## src/hw/rtl/gbrg_cmd_fifo.sv

```systemverilog
module gbrg_cmd_fifo #(
    parameter int DATA_W = 8
) (
    input  logic              aclk,
    input  logic              aresetn,
    input  logic              in_valid,
    output logic              in_ready,
    input  logic [DATA_W-1:0] in_data,
    output logic              out_valid,
    input  logic              out_ready,
    output logic [DATA_W-1:0] out_data
);

    logic [DATA_W-1:0] data_reg [2];
    logic              wr_ptr_reg;
    logic              rd_ptr_reg;
    logic [1:0]        count_reg;

    logic push;
    logic pop;

    assign in_ready = (count_reg != 2'd2);
    assign out_valid = (count_reg != 2'd0);
    assign out_data = data_reg[rd_ptr_reg];
    assign push = in_valid && in_ready;
    assign pop = out_valid && out_ready;

    always_ff @(posedge aclk) begin
        if (!aresetn) begin
            wr_ptr_reg <= 1'b0;
            rd_ptr_reg <= 1'b0;
            count_reg <= 2'd0;
        end else begin
            if (push) begin
                wr_ptr_reg <= !wr_ptr_reg;
            end
            if (pop) begin
                rd_ptr_reg <= !rd_ptr_reg;
            end
            if (push && !pop) begin
                count_reg <= count_reg + 2'd1;
            end else if (pop && !push) begin
                count_reg <= count_reg - 2'd1;
            end
        end
    end

    always_ff @(posedge aclk) begin
        if (push) begin
            data_reg[wr_ptr_reg] <= in_data;
        end
    end

endmodule

```

## config.mk

```make
export PLATFORM = sky130hd
export DESIGN_NAME = gbrg_cmd_fifo
export DESIGN_NICKNAME = d
export VERILOG_FILES = /design/src/hw/rtl/gbrg_cmd_fifo.sv
export SDC_FILE = /design/constraint.sdc
export NUM_CORES = 1
export LEC_CHECK = 0
export BUFFER_PORTS_ARGS = -buffer_cell sky130_fd_sc_hd__buf_2
export CORE_ASPECT_RATIO = 0.75
export CORE_UTILIZATION = 44
export CTS_CLUSTER_SIZE = 30
export DETAILED_ROUTE_END_ITERATION = 10
export GPL_TIMING_DRIVEN = 0
export HOLD_SLACK_MARGIN = 0.12
export PLACE_DENSITY = 0.72
export SETUP_SLACK_MARGIN = 0.5
export SYNTH_ARGS = -nofsm -noshare
export SYNTH_HDL_FRONTEND = slang
export SYNTH_SLANG_ARGS = --single-unit
```

## constraint.sdc

```tcl
create_clock -name aclk -period 1.6 [get_ports aclk]
set_input_delay 0.24 -clock aclk [delete_from_list [all_inputs] [get_ports aclk]]
set_output_delay 0.24 -clock aclk [all_outputs]
set_load 0.02 [all_outputs]
```

# Word-level counts from Yosys, hierarchy flattened
# Memories as Yosys holds them, arrays and structs flattened. A register that Yosys moved wholly into a read port is not among the register bits.
# Cells that the tools add are included.
# word_totals
ff_bits,4
mem_bits_rw,16
input_bits,12
out_inout_bits,10
wordCells,23
memories,1
# classes
addsub,2
n_eq_ne,1
muxes,6
reduce_logical,10
# memory_table
memory,words,word_bits,read_ports,rd_ports_with_merged_regs,write_ports,line,text
data_reg,2,8,1,1,1,14,logic [DATA_W-1:0] data_reg [2];
# ops
operator,n
logical AND 1 bit,4
logical NOT 1 bit,4
two-way mux 1 bit,4
two-way mux 2 bit,2
nonzero test 2 bit,2
adder 2 x 1 -> 2 bit (second input constant),1
!= test 2 bit (second input constant),1
subtractor 2 x 1 -> 2 bit (second input constant),1

# Depth between registers and ports, before layout
# logic_depth
word_depth,6
mapped_depth,6
ltp_nobuf,6

# Worst setup path before layout
# OpenSTA, ideal clock, no wires.
# synth_path
kind,reg-to-reg
start,register count_reg[0]
end,register count_reg[1]
t_arrival_ps,1472
path_slack_ps,58
path_stages_with_launch,6
synth_period_minus_slack_ps,1542
cell_sequence,dfxtp_1 > nand2b_4 > and2_1 > ha_1 > or3_1 > a21oi_1
# synth_via
elab_chain_cells,5
# synth_lines
element,line,text
"start, declared",17,logic [1:0] count_reg;
"start signal, assigned",41,count_reg <= count_reg + 2'd1;
"start signal, assigned",43,count_reg <= count_reg - 2'd1;
!= test 2 bit *,22,assign in_ready = (count_reg != 2'd2);
via in_ready,7,"output logic in_ready,"
logical AND 1 bit *,25,assign push = in_valid && in_ready;
via push,19,logic push;
logical NOT 1 bit,42,end else if (pop && !push) begin
logical AND 1 bit,42,
nonzero test 2 bit (no line),-,
# Mark *: on every way through the listed nets, which the timed path passes. The rest lies on a longest branch. The select of a mux whose other input is x is not followed.
# A chain may end at the register's enable or synchronous reset.

# Final worst setup path
# layout_path
start,register count_reg[0]
end,register count_reg[1]
# layout_via
elab_chain_cells,5
# layout_lines
element,line
!= test 2 bit *,22
logical AND 1 bit *,25
via push,19
logical NOT 1 bit,42
logical AND 1 bit,42
nonzero test 2 bit (no line),-
# Marked as above.

==> results.md <==
* Via count at between 500 and 600
* Initial Util at a little under half
* Worst r2r src: count_reg[0]
* Register bit count reported by yosys at 21
* Post-synthesis average cell area at approximately 16 sq um
* Gpl congestion at roughly 0.76
* Final Skew at roughly 6.1 ps
* Initial antenna violation count at 0
* Remaining Overflow, GRT at 0
* Cell taking the most area after synthesis: edfxtp_1
* Overall routed net length at about 1.4 mm
* Max_cap viols at 0
* Routed Antenna Nets at 0
* Reg2reg end: count_reg[1]
* Worst-Margin Slew at about 280 ps
* Top Ports at 22
* Min Hold Slack at around 130 ps
* Fill cells at 122
* Pins Over Slew Limit at 0
* Min-Delay Path Depth at 1
* CP max FO at 4
* Worst hold path class: input port to flop
* Startpoint types: flop
* Post-route minimum period at 1500 ps
* WHS Endpoint: data_reg[1][6]
* Worst slew margin at roughly 81%
* Clock Path Buffers at 2
* Flop-to-flop setup slack at around 99 ps
* Mapped cell area at 810 sq um
* Vias per cell at around 4.9
* Top-area cell type share of the netlist area at approximately 59%
* Die height at 39.1 um
* Pleak at approximately 0.50 nW
* Clock-pin transition on the worst setup and hold timing paths at roughly 110 ps
* Status: completed
* Die ar. at between 0.002 and 0.0025 sq mm
* Largest net degree at the start of global routing at 13
* VDD IR max at 1000 uV
* Antenna Cells at 0
* CP required at roughly 1800 ps
* GRT Total Usage at between 10% and 20%
* TritonCTS clock tree: yes
* Max Clock Freq at ~670 MHz
* Worst skew pair latency at roughly 300 ps
* Num CTS Buffers at 3
* Port Buf Inserts at 21
* Hold path start: in_data[6]
* Slowest cell on crit path: or3_1
* Setup crit end kind: flop
* Vias in the first global route at 452
* Rows at 13
* Clock sinks at 21
* Synthesized Nets at 63
* Synth top area cells: edfxtp_1, dfxtp_1, mux2_2
* Residual DRC count at 0
* CP Class: flop to flop
* Share of layout cells above drive strength 1 at approximately three fifths
* Largest register FFs at 16
* Yosys cell types at 17
* Core area at between 0.0015 and 0.002 sq mm
* Number of DRC markers in iteration 0 at 6
* Register area share after synthesis at between 70% and 80%
* Clock root buffer: clkbuf_4
* Fin crit share at 93.8%
* Tot Pwr at about 1.9 mW
* Yosys warns at 0
* CP Cell Sequence: nand2b_4, and2_4, ha_4, or3_1, a21oi_2
* Setup TNS at 0 ps
* Top delay family on crit path: simple AND/OR/NAND/NOR gates
* Area Growth Syn to Fin at 51.8%
* Die width at just over 50 um
* Worst path max stage delay at about 400 ps
* RSZ-0062 raised after global routing: true
* Pwr/cell area at approximately 1500 mW/mm^2
* Nets at approximately 100
* DP HPWL at 847 um
* H-tree Lvls at 1
* First-pass GRT wire length at 1.98 mm
* WL/cell at ~13 um
* Reg2Reg Depth at 5
* Initial DRT Pass Iterations at 4
* # setup viols final at 0
* Buf/Inv on CP at 0
* Final hold vios at 0
* Post-synthesis cell count at 50
* Crit path DAT at 1740 ps
timing repair:
action / in CTS / in global routing
gates resized for setup: 39 / 3
setup endpoints to repair: 28 / 29
endpoints found under the hold margin: 8 / 6
gates cloned: 0 / 0
buffers inserted: 5 / 0
pin swaps: 4 / 1
hold buffers: 4 / 3
report_power, final:
part | internal, mW | switching, mW
clock network | 0.0931 | 0.152
registers | 0.706 | 0.0565
logic | 0.500 | 0.383
placed cells by master, fill, tap and decap left out, types with 2 or more instances in the layout:
cell,netlist,routed
dlygate4sd3_1,0,7
nor2_1,3,3
clkbuf_4,0,3
buf_6,0,11
edfxtp_1,16,16
buf_4,0,4
xor2_1,3,3
dfxtp_1,5,2
mux2_4,0,8
buf_2,1,11
dfxtp_4,0,2
a21oi_2,0,2
routing by layer:
metal,vias to the layer above,part of all wire (%),global-route usage (%)
met3,2,5.0,5.88
met4,0,1.1,6.08
met5,-,0,0
met2,20,52,24.7
met1,246,42,17.3
li1,261,-,-
area by class of cell:
type / count / area, sq um / area share [%]
clock inverter: 1 / 5.00 / 0.407
inverter: 2 / 10.0 / 0.815
multi-input combinational: 26 / 280 / 22.8
tap: 22 / 27.5 / 2.24
clock buffer: 3 / 22.5 / 1.83
buffer: 1 / 15.0 / 1.22
timing repair buffer: 33 / 279 / 22.7
sequential: 21 / 589 / 48.0
synthesized netlist by cell type:
library cell / n
a21bo_2: 1
nand3b_1: 1
inv_1: 2
a21oi_1: 2
nor2_1: 3
and2_1: 1
and3_1: 1
or2_2: 1
nand2b_4: 1
ha_1: 1
buf_2: 1
mux2_2: 8
xor2_1: 3
edfxtp_1: 16
dfxtp_1: 5
o21ai_0: 2
or3_1: 1
cell families after synthesis:
kind of cell | count (synthesis) | synth area share (%)
AO/OA/AOI/OAI | 5 | 3.71
XOR/XNOR | 3 | 3.25
adder cells (fa/ha/maj) | 1 | 1.55
buffers and inverters | 3 | 1.55
flip-flops | 21 | 71.7
multiplexers | 8 | 11.1
AND/OR/NAND/NOR | 9 | 7.11
stage by stage:
stage | setup slack, ps | cells | instance area (sq um) | util (%)
CTS | 117 | 106 | 1190 | 68.9
detailed placement | 116 | 93 | 960 | 55.7
global route | 47.4 | 109 | 1230 | 71.3
finish | 98.6 | 109 | 1230 | 71.3
global placement | 141 | 93 | 960 | 55.7
floorplan | 203 | 50 | 827 | -
how the worst max path moves through the flow:
stage | cells past startpoint | to | startpoint
2_1_floorplan | 6 | count_reg[1] | count_reg[0]
3_3_place_gp | 4 | count_reg[1] | count_reg[1]
3_5_place_dp | 4 | count_reg[1] | count_reg[1]
4_1_cts | 3 | out_data[2] | flop
5_1_grt | 5 | count_reg[1] | count_reg[0]
6_report | 5 | count_reg[1] | count_reg[0]
Note: power is estimated with default switching activity, not from simulation.
