--- src/hw/rtl/gbrg_pkg.sv ---
package gbrg_pkg;

    localparam int CODE_W = 8;
    localparam int NUM_CODES = 256;
    localparam int ROW_W = 4;
    localparam int ROWS_PER_SLOT = 16;

    localparam logic OP_DEFINE = 1'b0;
    localparam logic OP_DRAW = 1'b1;

    localparam logic [ROW_W-1:0] LAST_ROW_8 = 4'd7;
    localparam logic [ROW_W-1:0] LAST_ROW_16 = 4'd15;

    typedef struct packed {
        logic              is_draw;
        logic [ROW_W-1:0]  row;
        logic [15:0]       bits;
        logic signed [15:0] px;
        logic signed [15:0] py;
        logic [7:0]        color;
    } cmd_t;

    typedef enum logic [1:0] {
        BK_CLEAR,
        BK_IDLE,
        BK_DRAW
    } back_state_t;

endpackage

--- src/hw/rtl/gbrg_ram.sv ---
module gbrg_ram #(
    parameter int WIDTH = 8,
    parameter int DEPTH = 256,
    parameter int ADDR_W = 8
) (
    input  logic              aclk,
    input  logic              we,
    input  logic [ADDR_W-1:0] waddr,
    input  logic [WIDTH-1:0]  wdata,
    input  logic              re,
    input  logic [ADDR_W-1:0] raddr,
    output logic [WIDTH-1:0]  rdata
);

    logic [WIDTH-1:0] mem_reg [DEPTH];
    logic [WIDTH-1:0] rdata_reg;

    always_ff @(posedge aclk) begin
        if (we) begin
            mem_reg[waddr] <= wdata;
        end
        if (re) begin
            rdata_reg <= mem_reg[raddr];
        end
    end

    assign rdata = rdata_reg;

endmodule

--- src/hw/rtl/gbrg_front.sv ---
module gbrg_front #(
    parameter int SLOT_CAPACITY = 128,
    parameter int SLOT_W = 7
) (
    input  logic               aclk,
    input  logic               aresetn,
    input  logic               glyph_mode,
    input  logic               clear_done,
    input  logic               s_valid,
    output logic               s_ready,
    input  logic               s_operation,
    input  logic [7:0]         s_char_code,
    input  logic [3:0]         s_row_index,
    input  logic [15:0]        s_row_bits,
    input  logic signed [15:0] s_pos_x,
    input  logic signed [15:0] s_pos_y,
    input  logic [7:0]         s_color,
    output logic               push_valid,
    input  logic               push_ready,
    output gbrg_pkg::cmd_t     push_cmd,
    output logic [SLOT_W-1:0]  push_slot
);

    import gbrg_pkg::*;

    localparam int CNT_W = $clog2(SLOT_CAPACITY + 1);
    localparam logic [CNT_W-1:0] CAPACITY = CNT_W'(SLOT_CAPACITY);

    logic [NUM_CODES-1:0] valid_reg;
    logic [CNT_W-1:0]     used_reg;
    logic                 st1_valid_reg;
    cmd_t                 st1_cmd_reg;
    logic                 st1_alloc_reg;
    logic [SLOT_W-1:0]    st1_new_slot_reg;
    logic [SLOT_W-1:0]    map_rdata;

    logic accept;
    logic is_draw;
    logic mapped;
    logic full;
    logic row_ok;
    logic alloc;
    logic keep;

    assign accept = s_valid && s_ready;
    assign is_draw = (s_operation == OP_DRAW);
    assign mapped = valid_reg[s_char_code];
    assign full = (used_reg >= CAPACITY);
    assign row_ok = glyph_mode || !s_row_index[3];
    assign alloc = !is_draw && row_ok && !mapped && !full;
    assign keep = is_draw ? mapped : (row_ok && (mapped || !full));

    assign s_ready = clear_done && (!st1_valid_reg || push_ready);
    assign push_valid = st1_valid_reg;
    assign push_cmd = st1_cmd_reg;
    assign push_slot = st1_alloc_reg ? st1_new_slot_reg : map_rdata;

    gbrg_ram #(
        .WIDTH  (SLOT_W),
        .DEPTH  (NUM_CODES),
        .ADDR_W (CODE_W)
    ) u_map_ram (
        .aclk  (aclk),
        .we    (accept && alloc),
        .waddr (s_char_code),
        .wdata (used_reg[SLOT_W-1:0]),
        .re    (accept),
        .raddr (s_char_code),
        .rdata (map_rdata)
    );

    always_ff @(posedge aclk) begin
        if (!aresetn) begin
            valid_reg <= '0;
            used_reg <= '0;
            st1_valid_reg <= 1'b0;
        end else begin
            if (accept) begin
                st1_valid_reg <= keep;
                if (alloc) begin
                    valid_reg[s_char_code] <= 1'b1;
                    used_reg <= used_reg + 1'b1;
                end
            end else if (push_ready) begin
                st1_valid_reg <= 1'b0;
            end
        end
    end

    always_ff @(posedge aclk) begin
        if (accept) begin
            st1_cmd_reg.is_draw <= is_draw;
            st1_cmd_reg.row <= s_row_index;
            st1_cmd_reg.bits <= glyph_mode ? s_row_bits : {8'h00, s_row_bits[7:0]};
            st1_cmd_reg.px <= s_pos_x;
            st1_cmd_reg.py <= s_pos_y;
            st1_cmd_reg.color <= s_color;
            st1_alloc_reg <= alloc;
            st1_new_slot_reg <= used_reg[SLOT_W-1:0];
        end
    end

endmodule

--- config.mk ---
export PLATFORM = sky130hd
export DESIGN_NAME = gbrg_front
export DESIGN_NICKNAME = d
export VERILOG_FILES = /design/src/hw/rtl/gbrg_pkg.sv /design/src/hw/rtl/gbrg_ram.sv /design/src/hw/rtl/gbrg_front.sv
export SDC_FILE = /design/constraint.sdc
export NUM_CORES = 2
export LEC_CHECK = 0
export BUFFER_PORTS_ARGS = -buffer_cell sky130_fd_sc_hd__clkbuf_2
export CORE_MARGIN = 8
export CORE_UTILIZATION = 55
export CTS_CLUSTER_SIZE = 30
export DETAILED_ROUTE_END_ITERATION = 10
export GPL_TIMING_DRIVEN = 0
export PLACE_DENSITY_LB_ADDON = 0.05
export SYNTH_ARGS = -nofsm -noshare
export SYNTH_HDL_FRONTEND = slang
export SYNTH_SLANG_ARGS = --single-unit
--- constraint.sdc ---
create_clock -name aclk -period 10.7 [get_ports aclk]
set_input_delay 0.535 -clock aclk [delete_from_list [all_inputs] [get_ports aclk]]
set_output_delay 0.535 -clock aclk [all_outputs]
set_load 0.01 [all_outputs]
=== After elaboration in Yosys (flattened, before gate mapping) ===
Memories as Yosys holds them, arrays and structs flattened. A register that Yosys moved wholly into a read port is not among the register bits.
Index checks and enable logic that the tools add are counted.

* Bits in registers: 334
* RAM bits: 1,792
* Output and inout port bits: 70
* Word-level logic and storage cells: 46
* Memories: 1

* $add $sub $neg: 1
* Order comparisons: 3
* Multiplexer cells: 10
* Bitwise operators: 1
* Reductions and logical operators: 18

{| class="wikitable"
|+ Memories
! memory !! depth !! bits a word !! rd ports !! clocked after memory_dff !! wr ports !! line !! text
|-
| u_map_ram.mem_reg || 256 || 7 || 1 || 1 || 1 || gbrg_ram.sv:15 || <nowiki>logic [WIDTH-1:0] mem_reg [DEPTH];</nowiki>
|}

{| class="wikitable"
|+ Operators by type and width
! operator !! count
|-
| $or A256 B256 Y256 || 1
|-
| $lt A8 B9 Y1 const B || 1
|-
| $add A8 B1 Y8 const B || 1
|-
| $bmux W1 S8 || 1
|-
| $demux W1 S8 || 1
|-
| $ge A8 B1 Y1 const B || 1
|-
| $ge A8 B8 Y1 const B || 1
|-
| $logic_and A1 B1 Y1 || 8
|-
| $mux W1 || 7
|-
| $mux W7 || 1
|-
| $logic_not A1 Y1 || 5
|-
| $logic_or A1 B1 Y1 || 3
|-
| $reduce_and A2 Y1 || 1
|-
| $reduce_bool A2 Y1 || 1
|}

=== Logic depth before layout (Yosys ltp) ===
* Depth in word-level cells: 8
* Gate-level depth with buffers: 15

=== Hierarchy ===
Synthesis repeated with hierarchy kept, for this count alone.

* Cell total of the unflattened synthesis: 4,665
* Area, all modules: 83,243.6 µm²

{| class="wikitable"
|+ By module, submodules not included
! module !! instances !! cells an instance !! area an instance (µm²)
|-
| gbrg_ram || 1 || 3,381 || 70,267.4
|-
| gbrg_front || 1 || 1,284 || 12,976.2
|}

=== Worst setup path after synthesis ===
OpenSTA, ideal clock, no wires.

* Kind: flip-flop to flip-flop
* From: register used_reg[1]
* To: register used_reg[4]
* Setup time: 0.084 ns
* Arrival time: 4.988 ns
* Slack: 5.628 ns
* Cell stages (with the launch flop): 5
* Buffers on the path: 0
* Clock period less this slack: 5.072 ns
* Cells stage by stage: dfxtp_1 > ha_1 > nand3_1 > a2111oi_0 > mux2i_1

* Word-level cells in the longest chain between the ends: 4

{| class="wikitable"
|+ RTL lines
! item !! line !! text
|-
| start, declared || gbrg_front.sv:30 || <nowiki>logic [CNT_W-1:0] used_reg;</nowiki>
|-
| start signal, assigned || gbrg_front.sv:82 || <nowiki>used_reg <= used_reg + 1'b1;</nowiki>
|-
| $ge A8 B8 Y1 || gbrg_front.sv:48 || <nowiki>assign full = (used_reg >= CAPACITY);</nowiki>
|-
| $logic_not A1 Y1 || gbrg_front.sv:50 || <nowiki>assign alloc = !is_draw && row_ok && !mapped && !full;</nowiki>
|-
| $logic_and A1 B1 Y1 || gbrg_front.sv:50 ||
|-
| $reduce_and A2 Y1 (no line) || - ||
|}

Several ways; a longest one is shown, not always the timed one.
A chain may end at the register's enable or synchronous reset.

=== Final worst setup path ===
* From: input s_char_code[3]
* To: memory u_map_ram.mem_reg[156][0] in the netlist's numbering (enable)

* Word-level cells in the longest chain between the ends: 8

{| class="wikitable"
|+ RTL lines
! item !! line !! text
|-
| start, declared || gbrg_front.sv:12 || <nowiki>input logic [7:0] s_char_code,</nowiki>
|-
| $bmux W1 S8 || gbrg_front.sv:47 || <nowiki>assign mapped = valid_reg[s_char_code];</nowiki>
|-
| $mux W1 (not written as such) || gbrg_front.sv:47 ||
|-
| $logic_not A1 Y1 || gbrg_front.sv:50 ||
|-
| $logic_and A1 B1 Y1 (2 in a row) || gbrg_front.sv:50 ||
|-
| $logic_and A1 B1 Y1 || gbrg_front.sv:64 || <nowiki>.we (accept && alloc),</nowiki>
|-
| $mux W1 || gbrg_ram.sv:19 || <nowiki>if (we) begin</nowiki>
|-
| $mux W1 (not written as such) || gbrg_ram.sv:20 || <nowiki>mem_reg[waddr] <= wdata;</nowiki>
|-
| end, declared || gbrg_ram.sv:15 ||
|}

Several ways; a longest one is shown, not always the timed one. The select of a mux whose other input is x is not followed.

==> flow_summary.toml <==
[run_status]
status = "complete, but fails checks"
violations = "capacitance limit, slew limit"

[finish]
layout-drive-gt1-share_pct = 27.3
final_nets = 5000
largest_register_ffs = 1792
syn_to_final_growth_pct = 14.0
multiInputGateArea_sq_um = 21400
num-fill-cells = 10700
final-seq-area_sq_um = 61400

[pwr]
p_per_area_nw_per_um2 = 177
p_total_mw = 17.0
p_leak_nw = 30.6
ir_drop_v = 0.000184

[timing]
fin_setup_tns_ns = 0
rsz0062_at_grt = "no"
worstMarginPinSlew_ns = 1.69
setup_violations = 0
timing.fmax_mhz = 123
fin_skew_ns = 0.0322
hold_viol = 0
finalCritPeriodShare_pct = 75.8
relSlewSlack_pct = -12.9
drv_slew = 142
setup_slack_ns = 2.59
fin_crit_ns = 8.11

[synth]
ys_top_cells_by_area = "edfxtp_1 67%, mux4_2 17%, dfxtp_1 6.3%, nand3_1 1.7%, nor3_1 1.6%"
async_flop_share_pct = 0
synth_fp_nets = 4545
avgSynthCellArea_sq_um = 18.8
synth_top_area_share_pct = 66.7
yosys.cell_count.top_type = "edfxtp_1"
syn_area_sq_um = 84200
ys_ff_latch = 2133
syn_inst = 4468
synth_cell_types = 50
synth-edff-count = 1868
synth_top_area_cell = "edfxtp_1"
yosysSeqAreaShare_pct = 73.0
yosys_warnings = 0
ys_top_cells_by_count = "1868 x edfxtp_1, 631 x mux4_2, 323 x nand2_1"
ys.flop_type = "edfxtp_1"

[hold_path]
hold_path.class = "in2reg"
hold_path_startpoint = "s_row_bits[12]"

[critical_path]
path_common_cell = "clkbuf_2"
critPathMaxStageDelay_ns = 1.22
cp_max_fo = 10
worstPathRequired_ns = 11.14
reg2reg_from = "valid_reg[11]$_SDFFE_PN0P_"
end_kind = "flop"
arrival_ns = 8.55
cp-start-kind = "primary input"
slowest_stage = "clkbuf_1"
worstSetupPathType = "in2reg"
crit_start = "s_char_code[3]"
cp_cell_sequence = "clkbuf_2, buf_2, buf_2, buf_1, buf_1, clkbuf_1, clkbuf_2, nand3_1, clkbuf_2, nor3_1"

[route]
wl_per_cell_um = 39.3
via_per_inst = 6.88
drc = 0
drt-total-wl_mm = 280
vias = 49100
drtAntennaViolNets = 0
first_pass_iters = 8
drt_iter0_drc = 8113

[global_routing]
grt_antenna_before_repair = 14
grt_first_pass_wirelength_mm = 382
grt_overflow_total = 0
grt_max_degree = 102
grt_pass1_vias = 46600
grt_usage_pct = 33.2

[clock_tree]
clock-sinks = 2133
clk_path_buf_depth = 3
clk_latency_ns = 0.83
htreeDepth = 4
cts_resized = 0
cts-root-buf = "clkbuf_16"
path_clk_slew_ns = 0.06
cts_tree = "done"
post_cts_buffers = 0
cts_buffers = 212

[floorplanning]
initial_core_util_pct = 55.4
core_sq_um = 152000
die_h_um = 407
die-width_um = 407
fp.dieArea_sq_um = 166000
rows = 143
ioPinCount = 145

[place]
port_buffers = 138
post-place-ws_ns = 2.07
gp_congestion = 0.968
dp_hpwl_mm = 184

[job]
cap_violations = 19
==> routing by layer <==
layer / wire, um / share of wire, % / GRT usage, % / vias to the layer above
li1: - / - / - / 19100
met4: 16000 / 5.7 / 15.6 / 4
met2: 124000 / 44 / 48.9 / 3533
met3: 36100 / 13 / 10.8 / 685
met1: 104000 / 37 / 45.3 / 25700
met5: 57 / 0.020 / 0 / -
==> cell type report <==
| type | count | area share (%) |
|---|---|---|
| diodes | 11 | 0.0287 |
| plain buffers | 354 | 1.86 |
| clock buffers | 264 | 5.88 |
| clock inverters | 128 | 1.08 |
| inverters | 5 | 0.0222 |
| multi-input cells | 1976 | 22.4 |
| flip-flops and latches | 2133 | 64.0 |
| well taps | 2030 | 2.65 |
| repair buffers | 241 | 2.10 |
==> worst paths after layout <==
check	end	slack, ns	cells after the start
min reg2reg	valid_reg[88]$_SDFFE_PN0P_	0.45	2
max reg2reg	u_map_ram.mem_reg[160][5]$_DFFE_PP_	5.71	10
min	push_cmd[52]$_SDFFCE_PN0P_	0.02	2
max	u_map_ram.mem_reg[156][0]$_DFFE_PP_	2.59	10
==> report_power, final <==
group	internal [mW]	switching (mW)
combinational	0.209	0.553
clock	4.10	3.17
sequential	8.95	0.00686
total	13.3	3.73
==> placed cells by master (no fill, tap or decap), types with 6 or more instances in the layout <==
cell type      instances
inv_6                  6
bufinv_16             16
buf_2                 81
nor2b_1               11
a21oi_1                6
diode_2               11
nor3_2                90
and2_1                11
mux4_2               631
buf_6                 22
o21ai_0              263
clkbuf_8               6
dfxtp_4                7
nand3_1              281
mux2_2                21
clkbuf_4               9
edfxtp_1            1868
nand2_1              323
clkbuf_2             159
clkinv_1              61
nor2_1                40
buf_4                 60
buf_16                19
mux2i_1               15
nand2b_1              14
nor3_1               178
buf_1                  8
clkinv_2              40
dlygate4sd3_1         60
a22oi_1               45
dfxtp_1              258
clkbuf_1             218
clkbuf_16            216
==> cells by family (layout without fill, tap and decap cells) <==
| kind of cell | after synthesis | after routing | share of synthesized area [%] |
|---|---|---|---|
| other cells | 0 | 11 | 0 |
| flops | 2133 | 2133 | 73.0 |
| buf+inv | 359 | 992 | 2.09 |
| mux | 667 | 667 | 17.3 |
| fa+ha+maj | 2 | 2 | 0.0297 |
| simple gates | 962 | 962 | 5.27 |
| compound gates | 345 | 345 | 2.30 |
==> metrics by stage <==
| step | cells | hold WS [ns] | util (%) | instance area (sq um) |
|---|---|---|---|---|
| after floorplan | 4468 | 0.417 | - | 84200 |
| after CTS | 7122 | 0.00152 | 63.0 | 95700 |
| after global placement | 6636 | 0.429 | 57.5 | 87400 |
| final | 7142 | 0.0202 | 63.2 | 95900 |
| after global routing | 7131 | 0.0159 | 63.1 | 95900 |
| after detailed placement | 6670 | 0.437 | 58.2 | 88400 |
==> critical path, delay by kind of cell <==
kind	cells	cell delay, ns
buf+inv	8	5.83
simple gates	2	2.07
==> what timing repair did <==
| item | 4_1_cts | 5_1_grt |
|---|---|---|
| endpoints found under the hold margin | 60 | 0 |
| endpoints found under the setup margin | 0 | 0 |
| hold buffers | 60 | 0 |
No activity file was read; power rests on OpenSTA's default activity.
